[src/rtl/core/key_record_match_with_stamp_assert.svh]
// Assertion macros for the key record match block.
// Used by the top level only; relies on i_clk and i_rst_n being in scope.
`ifndef KEY_RECORD_MATCH_WITH_STAMP_ASSERT_SVH
`define KEY_RECORD_MATCH_WITH_STAMP_ASSERT_SVH

// Same-cycle implication, disabled while reset is asserted.
`define KRMS_ASSERT_IMP(lbl, ante, cons, msg) \
    lbl: assert property (@(posedge i_clk) disable iff (!i_rst_n) (ante) |-> (cons)) \
        else $error(msg);

// Next-cycle implication, disabled while reset is asserted.
`define KRMS_ASSERT_NXT(lbl, ante, cons, msg) \
    lbl: assert property (@(posedge i_clk) disable iff (!i_rst_n) (ante) |=> (cons)) \
        else $error(msg);

`endif

[src/rtl/core/krms_pkg.sv]
// Shared types and constants for the key record match block.
// No dependencies; imported by the controller, the datapath and the top level.
`timescale 1ns / 1ps
`default_nettype none

package krms_pkg;

    // Default number of record slots.
    localparam int unsigned DEF_RECORD_SLOTS = 10;

    // Field widths.
    localparam int unsigned SLOT_W    = 4;
    localparam int unsigned DIV_W     = 16;
    localparam int unsigned RND_W     = 64;
    localparam int unsigned STAMP_W   = 32;
    localparam int unsigned OUT_IDX_W = 4;

    // Input tdata layout, lowest bit first.
    localparam int unsigned ENTRY_LSB    = 0;
    localparam int unsigned ACT_BIT      = ENTRY_LSB + SLOT_W;
    localparam int unsigned DIV_LSB      = ACT_BIT + 1;
    localparam int unsigned RND_LSB      = DIV_LSB + DIV_W;
    localparam int unsigned STAMP_IN_LSB = RND_LSB + RND_W;
    localparam int unsigned IN_USED_W    = STAMP_IN_LSB + STAMP_W;
    localparam int unsigned IN_DATA_W    = ((IN_USED_W + 7) / 8) * 8;

    // Output tdata layout, lowest bit first.
    localparam int unsigned OUT_IDX_LSB   = 0;
    localparam int unsigned OUT_STAMP_LSB = OUT_IDX_LSB + OUT_IDX_W;
    localparam int unsigned OUT_USED_W    = OUT_STAMP_LSB + STAMP_W;
    localparam int unsigned OUT_DATA_W    = ((OUT_USED_W + 7) / 8) * 8;

    // Item kind codes carried on the input tuser.
    localparam logic KIND_LOAD   = 1'b0;
    localparam logic KIND_LOOKUP = 1'b1;

    // Controller states.
    typedef enum logic [1:0] {
        ST_IDLE,
        ST_SCAN,
        ST_DONE
    } t_state;

    // Commands from the controller to the datapath.
    typedef struct packed {
        logic accept;      // input transfer this cycle
        logic load_we;     // write the record named by the input item
        logic scan_en;     // step the record scan
        logic hit_commit;  // take the compared record as the hit
        logic res_clear;   // result is all zeros
        logic out_load;    // move the result into the output register
    } t_cmd;

    // Status from the datapath to the controller.
    typedef struct packed {
        logic is_lookup;   // input item is a lookup
        logic match;       // compared record matches the key
        logic scan_end;    // last record is being compared
        logic out_free;    // output register can take a result
    } t_stat;

endpackage

`default_nettype wire

[src/rtl/core/key_record_match_with_stamp.sv]
// Key record match block with access stamp: top level.
// Channels: slave stream takes load and lookup items, master stream returns
// one result per item. i_s_axis_tuser is the item kind (0 load, 1 lookup).
// A load writes one record slot (ignored when the slot is out of range) and
// returns an all-zero result. A lookup scans the records in index order and
// returns the first active record whose diversifier and random value match;
// on a hit the 32-bit access counter advances and its new value is stored as
// that record's stamp and returned.
// Timing: the scan reads one record per cycle from the record memory. One item
// is in work at a time. A new item is taken once the last result sits in the
// output register, even while that result still waits.
// Reset clears all active flags and the access counter; record contents stay
// undefined until loaded. When the receiver stalls, the result holds and the
// block stops after finishing at most one further item.
`timescale 1ns / 1ps
`default_nettype none
`include "key_record_match_with_stamp_assert.svh"

module key_record_match_with_stamp
    import krms_pkg::*;
#(
    parameter int unsigned RECORD_SLOTS = DEF_RECORD_SLOTS
) (
    input  wire logic                  i_clk,
    input  wire logic                  i_rst_n,
    input  wire logic                  i_s_axis_tvalid,
    output logic                       o_s_axis_tready,
    // Fields from bit 0: entry_index[3:0], active_flag[4], diversifier[20:5],
    // random_value[84:21], stamp_in[116:85], zero pad[119:117].
    input  wire logic [IN_DATA_W-1:0]  i_s_axis_tdata,
    // Fields: kind[0].
    input  wire logic                  i_s_axis_tuser,
    output logic                       o_m_axis_tvalid,
    input  wire logic                  i_m_axis_tready,
    // Fields from bit 0: hit_index[3:0], hit_stamp[35:4], zero pad[39:36].
    output logic [OUT_DATA_W-1:0]      o_m_axis_tdata,
    // Fields: hit[0].
    output logic                       o_m_axis_tuser
);

    t_cmd   w_cmd;
    t_stat  w_stat;
    t_state w_state;

    // Sequencer.
    krms_ctrl u_ctrl (
        .i_clk     (i_clk),
        .i_rst_n   (i_rst_n),
        .i_s_valid (i_s_axis_tvalid),
        .o_s_ready (o_s_axis_tready),
        .i_stat    (w_stat),
        .o_cmd     (w_cmd),
        .o_state   (w_state)
    );

    // Record store, scan and output register.
    krms_dp #(
        .RECORD_SLOTS (RECORD_SLOTS)
    ) u_dp (
        .i_clk      (i_clk),
        .i_rst_n    (i_rst_n),
        .i_cmd      (w_cmd),
        .o_stat     (w_stat),
        .i_s_tuser  (i_s_axis_tuser),
        .i_s_tdata  (i_s_axis_tdata),
        .i_m_tready (i_m_axis_tready),
        .o_m_tvalid (o_m_axis_tvalid),
        .o_m_tuser  (o_m_axis_tuser),
        .o_m_tdata  (o_m_axis_tdata)
    );

    // An accepted item keeps the input closed on the following cycle.
    `KRMS_ASSERT_NXT(a_busy_after_accept, i_s_axis_tvalid && o_s_axis_tready, !o_s_axis_tready, "input ready right after a transfer")

    // A result that is not a hit carries an all-zero payload.
    `KRMS_ASSERT_IMP(a_miss_zero, o_m_axis_tvalid && !o_m_axis_tuser, o_m_axis_tdata == '0, "miss or load result with nonzero payload")

    // A waiting result is never overwritten.
    `KRMS_ASSERT_IMP(a_no_overwrite, w_cmd.out_load, !o_m_axis_tvalid || i_m_axis_tready, "output register overwritten while stalled")

    // Commits only happen while scanning.
    `KRMS_ASSERT_IMP(a_hit_in_scan, w_cmd.hit_commit, w_state == ST_SCAN, "hit committed outside the scan")

endmodule

`default_nettype wire

[src/rtl/core/krms_ctrl.sv]
// Controller state machine for the key record match block.
// Depends on krms_pkg; drives the datapath through t_cmd and reads t_stat.
`timescale 1ns / 1ps
`default_nettype none

module krms_ctrl
    import krms_pkg::*;
(
    input  wire logic  i_clk,
    input  wire logic  i_rst_n,
    input  wire logic  i_s_valid,
    output logic       o_s_ready,
    input  wire t_stat i_stat,
    output t_cmd       o_cmd,
    output t_state     o_state
);

    t_state r_state;
    t_state n_state;

    // State register.
    always_ff @(posedge i_clk) begin
        if (!i_rst_n) begin
            r_state <= ST_IDLE;
        end else begin
            r_state <= n_state;
        end
    end

    // Next state and commands.
    always_comb begin
        n_state   = r_state;
        o_cmd     = '0;
        o_s_ready = 1'b0;
        case (r_state)
            ST_IDLE: begin
                o_s_ready = 1'b1;
                if (i_s_valid) begin
                    o_cmd.accept = 1'b1;
                    if (i_stat.is_lookup) begin
                        n_state = ST_SCAN;
                    end else begin
                        o_cmd.load_we   = 1'b1;
                        o_cmd.res_clear = 1'b1;
                        n_state         = ST_DONE;
                    end
                end
            end
            ST_SCAN: begin
                o_cmd.scan_en = 1'b1;
                if (i_stat.match) begin
                    o_cmd.hit_commit = 1'b1;
                    n_state          = ST_DONE;
                end else if (i_stat.scan_end) begin
                    o_cmd.res_clear = 1'b1;
                    n_state         = ST_DONE;
                end
            end
            ST_DONE: begin
                if (i_stat.out_free) begin
                    o_cmd.out_load = 1'b1;
                    n_state        = ST_IDLE;
                end
            end
            default: begin
                n_state = ST_IDLE;
            end
        endcase
    end

    assign o_state = r_state;

endmodule

`default_nettype wire

[src/rtl/core/krms_dp.sv]
// Datapath for the key record match block: record memory, scan, counter, output register.
// Depends on krms_pkg; controlled by krms_ctrl through t_cmd.
`timescale 1ns / 1ps
`default_nettype none

module krms_dp
    import krms_pkg::*;
#(
    parameter int unsigned RECORD_SLOTS = DEF_RECORD_SLOTS
) (
    input  wire logic                  i_clk,
    input  wire logic                  i_rst_n,
    input  wire t_cmd                  i_cmd,
    output t_stat                      o_stat,
    input  wire logic                  i_s_tuser,
    input  wire logic [IN_DATA_W-1:0]  i_s_tdata,
    input  wire logic                  i_m_tready,
    output logic                       o_m_tvalid,
    output logic                       o_m_tuser,
    output logic [OUT_DATA_W-1:0]      o_m_tdata
);

    localparam int unsigned IDX_W = (RECORD_SLOTS > 1) ? $clog2(RECORD_SLOTS) : 1;
    localparam int unsigned CNT_W = $clog2(RECORD_SLOTS + 1);
    localparam int unsigned KEY_W = DIV_W + RND_W;
    localparam int unsigned PAD_W = OUT_DATA_W - OUT_USED_W;

    // Input item fields.
    logic [SLOT_W-1:0]  w_slot;
    logic               w_act;
    logic [KEY_W-1:0]   w_key;
    logic [STAMP_W-1:0] w_stamp_in;
    logic               w_slot_ok;
    logic [IDX_W-1:0]   w_waddr;

    // Record storage.
    logic [KEY_W-1:0]        r_key_mem   [RECORD_SLOTS];
    logic [STAMP_W-1:0]      r_stamp_mem [RECORD_SLOTS];
    logic [RECORD_SLOTS-1:0] r_active;

    // Scan state.
    logic [KEY_W-1:0]   r_key;
    logic [CNT_W-1:0]   r_rd_cnt;
    logic [IDX_W-1:0]   r_cmp_idx;
    logic               r_cmp_vld;
    logic [KEY_W-1:0]   r_rd_key;
    logic               w_rd_live;
    logic               w_match;

    // Access counter and result.
    logic [STAMP_W-1:0]   r_access_cnt;
    logic [STAMP_W-1:0]   w_cnt_inc;
    logic                 r_res_hit;
    logic [OUT_IDX_W-1:0] r_res_idx;
    logic [STAMP_W-1:0]   r_res_stamp;

    // Output register.
    logic                 r_out_valid;
    logic                 r_out_hit;
    logic [OUT_IDX_W-1:0] r_out_idx;
    logic [STAMP_W-1:0]   r_out_stamp;

    // Unpack the input transfer.
    assign w_slot     = i_s_tdata[ENTRY_LSB +: SLOT_W];
    assign w_act      = i_s_tdata[ACT_BIT];
    assign w_key      = {i_s_tdata[DIV_LSB +: DIV_W], i_s_tdata[RND_LSB +: RND_W]};
    assign w_stamp_in = i_s_tdata[STAMP_IN_LSB +: STAMP_W];
    assign w_slot_ok  = (32'(w_slot) < 32'(RECORD_SLOTS));
    assign w_waddr    = IDX_W'(w_slot);

    assign w_rd_live = (r_rd_cnt < CNT_W'(RECORD_SLOTS));
    assign w_cnt_inc = r_access_cnt + STAMP_W'(1);

    // A record matches when it is active and both key parts are equal.
    assign w_match = r_cmp_vld && r_active[r_cmp_idx] && (r_rd_key == r_key);

    always_comb begin
        o_stat           = '0;
        o_stat.is_lookup = (i_s_tuser == KIND_LOOKUP);
        o_stat.match     = w_match;
        o_stat.scan_end  = r_cmp_vld && (r_cmp_idx == IDX_W'(RECORD_SLOTS - 1));
        o_stat.out_free  = !r_out_valid || i_m_tready;
    end

    // Record memory writes: loads fill a whole record, hits update the stamp.
    always_ff @(posedge i_clk) begin
        if (i_cmd.load_we && w_slot_ok) begin
            r_key_mem[w_waddr]   <= w_key;
            r_stamp_mem[w_waddr] <= w_stamp_in;
        end
        if (i_cmd.hit_commit) begin
            r_stamp_mem[r_cmp_idx] <= w_cnt_inc;
        end
    end

    // Registered read of the record being scanned.
    always_ff @(posedge i_clk) begin
        if (i_cmd.scan_en && w_rd_live) begin
            r_rd_key  <= r_key_mem[r_rd_cnt[IDX_W-1:0]];
            r_cmp_idx <= r_rd_cnt[IDX_W-1:0];
        end
    end

    // Lookup key capture.
    always_ff @(posedge i_clk) begin
        if (i_cmd.accept) begin
            r_key <= w_key;
        end
    end

    // Active flags, scan counter and access counter.
    always_ff @(posedge i_clk) begin
        if (!i_rst_n) begin
            r_active     <= '0;
            r_rd_cnt     <= '0;
            r_cmp_vld    <= 1'b0;
            r_access_cnt <= '0;
        end else begin
            if (i_cmd.load_we && w_slot_ok) begin
                r_active[w_waddr] <= w_act;
            end
            if (i_cmd.accept) begin
                r_rd_cnt <= '0;
            end else if (i_cmd.scan_en && w_rd_live) begin
                r_rd_cnt <= r_rd_cnt + CNT_W'(1);
            end
            r_cmp_vld <= i_cmd.scan_en && w_rd_live;
            if (i_cmd.hit_commit) begin
                r_access_cnt <= w_cnt_inc;
            end
        end
    end

    // Result of the current item.
    always_ff @(posedge i_clk) begin
        if (i_cmd.hit_commit) begin
            r_res_hit   <= 1'b1;
            r_res_idx   <= OUT_IDX_W'(r_cmp_idx);
            r_res_stamp <= w_cnt_inc;
        end else if (i_cmd.res_clear) begin
            r_res_hit   <= 1'b0;
            r_res_idx   <= '0;
            r_res_stamp <= '0;
        end
    end

    // Output register payload.
    always_ff @(posedge i_clk) begin
        if (i_cmd.out_load) begin
            r_out_hit   <= r_res_hit;
            r_out_idx   <= r_res_idx;
            r_out_stamp <= r_res_stamp;
        end
    end

    // Output valid: set on load, cleared by a transfer.
    always_ff @(posedge i_clk) begin
        if (!i_rst_n) begin
            r_out_valid <= 1'b0;
        end else if (i_cmd.out_load) begin
            r_out_valid <= 1'b1;
        end else if (i_m_tready) begin
            r_out_valid <= 1'b0;
        end
    end

    assign o_m_tvalid = r_out_valid;
    assign o_m_tuser  = r_out_hit;
    assign o_m_tdata  = {PAD_W'(0), r_out_stamp, r_out_idx};

endmodule

`default_nettype wire
[config.mk]
export PLATFORM = sky130hd
export DESIGN_NAME = key_record_match_with_stamp
export DESIGN_NICKNAME = d
export VERILOG_FILES = /design/src/rtl/core/krms_pkg.sv /design/src/rtl/core/key_record_match_with_stamp.sv /design/src/rtl/core/krms_ctrl.sv /design/src/rtl/core/krms_dp.sv
export VERILOG_INCLUDE_DIRS = /design/src /design/src/rtl/core
export SDC_FILE = /design/constraint.sdc
export NUM_CORES = 1
export LEC_CHECK = 0
export ABC_AREA = 0
export BUFFER_PORTS_ARGS = -buffer_cell sky130_fd_sc_hd__buf_4
export CORE_MARGIN = 10
export CORE_UTILIZATION = 69
export CTS_BUF_LIST = sky130_fd_sc_hd__clkbuf_8
export CTS_CLUSTER_SIZE = 20
export DETAILED_ROUTE_END_ITERATION = 8
export GPL_ROUTABILITY_DRIVEN = 0
export PLACE_DENSITY = 0.88
export SYNTH_ARGS = -nofsm -noshare
export SYNTH_HDL_FRONTEND = slang
export SYNTH_SLANG_ARGS = --single-unit
[constraint.sdc]
create_clock -name i_clk -period 13 [get_ports i_clk]
set_clock_uncertainty 0.2 [all_clocks]
set_input_delay 1.3 -clock i_clk [delete_from_list [all_inputs] [get_ports i_clk]]
set_output_delay 1.3 -clock i_clk [all_outputs]
set_load 0.005 [all_outputs]
==> impl_results.md <==
- Initial antenna violation count: 9
- Vias per Instance: 6.78
- Slew @ Worst Pin: 1.20 ns
- RSZ-0062 raised after global routing: no
- Dpl cells: 3105
- Filler cell count: 2873
- Row count: 90
- Max Clk Rate: roughly 220 MHz
- FF+latch count, synth: roughly 1100
- Die width: 268 µm
- CTS HTree Levels: 4
- Share of power burned in registers: approximately three fifths
- RR Startpoint: u_dp.r_rd_cnt[0]
- Hold buffer count at cts: 0
- Die Height: around 270 µm
- Routed via count: 23095
- Worst-path cell chain: buf_4, buf_12, buf_4, mux4_2, nor2b_1, a211oi_1, a21oi_1
- Final wirelength: 97500 µm
- Internal Power: approximately 5.2 mW
- Final nets: 2614
- Vias in the first global route: 23764
- Dpl cell area: 0.0442 mm²
- Fin cells: 3404
- CP Data Required Time: approximately 13 ns
- Syn Area/Cell: about 19 µm²
- Count of final setup violators: 0
- Yosys top cell by area: edfxtp_1
- Synth top area share: 73.5%
- I/O pin count: 168
- Run status: finished, final reports clean
- Max-slew headroom: 19.7%
- Crit-path leading delay family: buffers and inverters
- Crit path depth: 7
- Critical path type: reg -> reg
- Largest net degree at the start of global routing: between 100 and 150
- Critical path endpoint: u_dp.r_rd_key[15]
- Final min period: 4.58 ns
- TritonCTS clock tree: yes
- Worst hold margin: 0.217 ns
- CP arrival: roughly 4.9 ns
- Clock sink count: 1088
- Antenna Nets Post-Route: 0
- Crit-path max cell delay: 0.77 ns
- R2r setup slk: 8.42 ns
- Asr flop ratio synth: 0%
- WP buf/inv: 3
- Router iterations before antenna repair: 8
- Detailed placement HPWL: 52200 µm
- EDFF count, synth: 1037
- Max VDD drop: 0.000130 V
- Latest clock arrival within the worst-skew pair: 0.83 ns
- Max Cap Viol: 0
- Initial Utilization: 70.0%
- Net switching power: 1.51 mW
- CP Capture Type: flip-flop
- Die Area: just over 0.07 mm²
- Post-CTS Setup Inserts: 0
- Fin. Hold Viols: 0
- Root Driver: clkbuf_8
- DR iter-0 viols: 3215
- Pwr/cell area: around 140 mW/mm²
- Crit start category: flip-flop
- CP Launch Point: u_dp.r_rd_cnt[0]
- Post-route setup TNS: 0 ns
- Crit path max fanout: ~110
- Post-CTS sizing: 0
- Leak Pwr: about 15 nW
- Min-Delay Path Class: reg -> reg
- I/O Buffers: 128
- Most common cell on crit path: buf_4
- Synthesized area: 0.0424 mm²
- Mapped Cells: 2284
- Final Cell Area: between 0.04 and 0.05 mm²
- Layout overhead on the synthesized area: 11.0%
- Sw Share: around 22%
- Synth area leaders: edfxtp_1 73%, mux4_2 8.6%, mux2i_1 2.7%
- Drt drc: 0
- Clk pwr share: 37.2%
- Gate power share: ~4.4%
- Drt wl/cell: 28.6 µm
- Final Max Tran Viols: 0
- Warning count from the yosys run: 0
- Distinct cells, synth: 50
- Core box area: approximately 0.06 mm²
- Critical path's slowest cell: buf_4
- Worst r2r path cells: 7
- First-pass GRT wire length: 147000 µm
- Global route overflow: 0
- Seq/Total Area, Yosys: about three quarters
- Period utilization: a little over a third
- Clock Tree Buf Depth: 3
- CTS Buf Count: approximately 160
- Ys flop type: edfxtp_1
- Worst-path clk slew: 0.06 ns
- RR Endpoint: u_dp.r_rd_key[15]
- Layout cells sized above 1: 21.1%
- GRT Total Usage: roughly 28%
==> worst register-to-register path, stage by stage (launching register included) <==
cell	delay, ns
dfxtp_4	0.61
buf_4	0.78
buf_12	0.74
buf_4	0.75
mux4_2	0.61
nor2b_1	0.14
a211oi_1	0.33
a21oi_1	0.11
==> how the worst min path moves through the flow <==
stage                                       to            startpoint  depth (start not counted)  slack, ns
after floorplan              u_dp.r_out_idx[0]     u_dp.r_res_idx[0]                          0       0.20
after CTS                 u_dp.r_out_stamp[17]  u_dp.r_res_stamp[17]                          0       0.22
after global placement    u_dp.r_out_stamp[14]  u_dp.r_res_stamp[14]                          0       0.20
after detailed placement  u_dp.r_out_stamp[17]  u_dp.r_res_stamp[17]                          0       0.20
after global routing      u_dp.r_out_stamp[16]  u_dp.r_res_stamp[16]                          0       0.22
final                     u_dp.r_out_stamp[17]  u_dp.r_res_stamp[17]                          0       0.22
==> layout make-up <==
cell class              count  area [µm²]  area share (%)
flip-flops and latches   1088       32200            68.4
multi-input cells        1053        9700            20.6
clock buffers             165        2270            4.83
repair buffers            162        1230            2.61
well taps                 782         978            2.08
clock inverters           129         616            1.31
inverters                  20        81.3           0.173
diodes                      5        12.5          0.0266
==> synthesized netlist by cell type (all sizes together), types with 2 or more instances <==
| master | instances |
|---|---|
| and2 | 7 |
| nor2b | 83 |
| nand4 | 55 |
| nand2 | 70 |
| xnor2 | 64 |
| nor4b | 2 |
| xor2 | 18 |
| nor4 | 46 |
| clkbuf | 81 |
| ha | 2 |
| mux4 | 161 |
| dfxtp | 51 |
| inv | 20 |
| nor3 | 7 |
| o21ai | 9 |
| o22ai | 2 |
| nor2 | 62 |
| and3 | 15 |
| nand2b | 92 |
| edfxtp | 1037 |
| a21oi | 90 |
| o2111ai | 7 |
| mux2i | 116 |
| nand3 | 37 |
| buf | 45 |
| mux2 | 3 |
| a211oi | 80 |
| or3b | 8 |
==> sequential cells by signal (all words and copies together) (netlist names), 4 cells and up <==
name / cells
u_dp.r_key_mem: 800
u_dp.r_key: 80
u_dp.r_rd_key: 80
u_dp.r_access_cnt: 32
u_dp.r_out_stamp: 32
u_dp.r_res_stamp: 32
u_dp.r_active: 10
u_dp.r_cmp_idx: 4
u_dp.r_out_idx: 4
u_dp.r_rd_cnt: 4
u_dp.r_res_idx: 4
==> power groups by stage <==
stage	Combinational (mW)	Clock (mW)	Sequential (mW)
3_3_place_gp	0.273	0	3.99
5_1_grt	0.315	2.68	3.93
2_1_floorplan	0.160	0	3.99
4_1_cts	0.292	2.52	3.92
6_report	0.298	2.50	3.93
3_5_place_dp	0.286	0	4.00
==> metrics by stage <==
step / setup slack (ns) / utilization (%) / power (mW)
finish: 8.42 / 77.7 / 6.72
global route: 8.04 / 77.7 / 6.92
CTS: 8.33 / 77.7 / 6.74
detailed placement: 7.64 / 72.9 / 4.28
global placement: 7.78 / 72.9 / 4.26
floorplan: 6.44 / - / 4.15
==> cell families (layout without fill, tap and decap cells) <==
logic type	after synthesis	after routing	synth area share, %
buffers and inverters	146	476	1.48
adders and majority gates	2	2	0.0590
DFF	1088	1088	75.9
AOI/OAI and AO/OA	195	195	2.91
xor gates and xnor gates	82	82	1.69
other	1	9	0.00885
muxes	280	280	11.4
and+or+nand+nor	490	490	6.60
==> metal layers <==
metal	global-route usage [%]	up-vias	part of all wire [%]
met1	34.6	11507	34
met3	8.22	339	12
met5	0	-	0.085
met2	44.7	1712	49
met4	13.3	10	4.6
li1	-	9527	-
==> placed cells by master, fill, tap and decap left out, types with 15 or more instances in the layout <==
cell type  instances
clkbuf_8         165
nor4_1            39
inv_1             73
dfxtp_1           47
and3_1            15
nand4_1           53
nand2b_1          92
xor2_1            18
nor2_1            55
clkinv_2          15
xnor2_1           64
a21oi_1           90
mux2i_1          116
nand2_1           70
clkinv_1          42
nand3_1           37
buf_4            161
edfxtp_1        1037
a211oi_1          80
nor2b_1           82
mux4_2           161
Power figures use the tool's default switching activity.
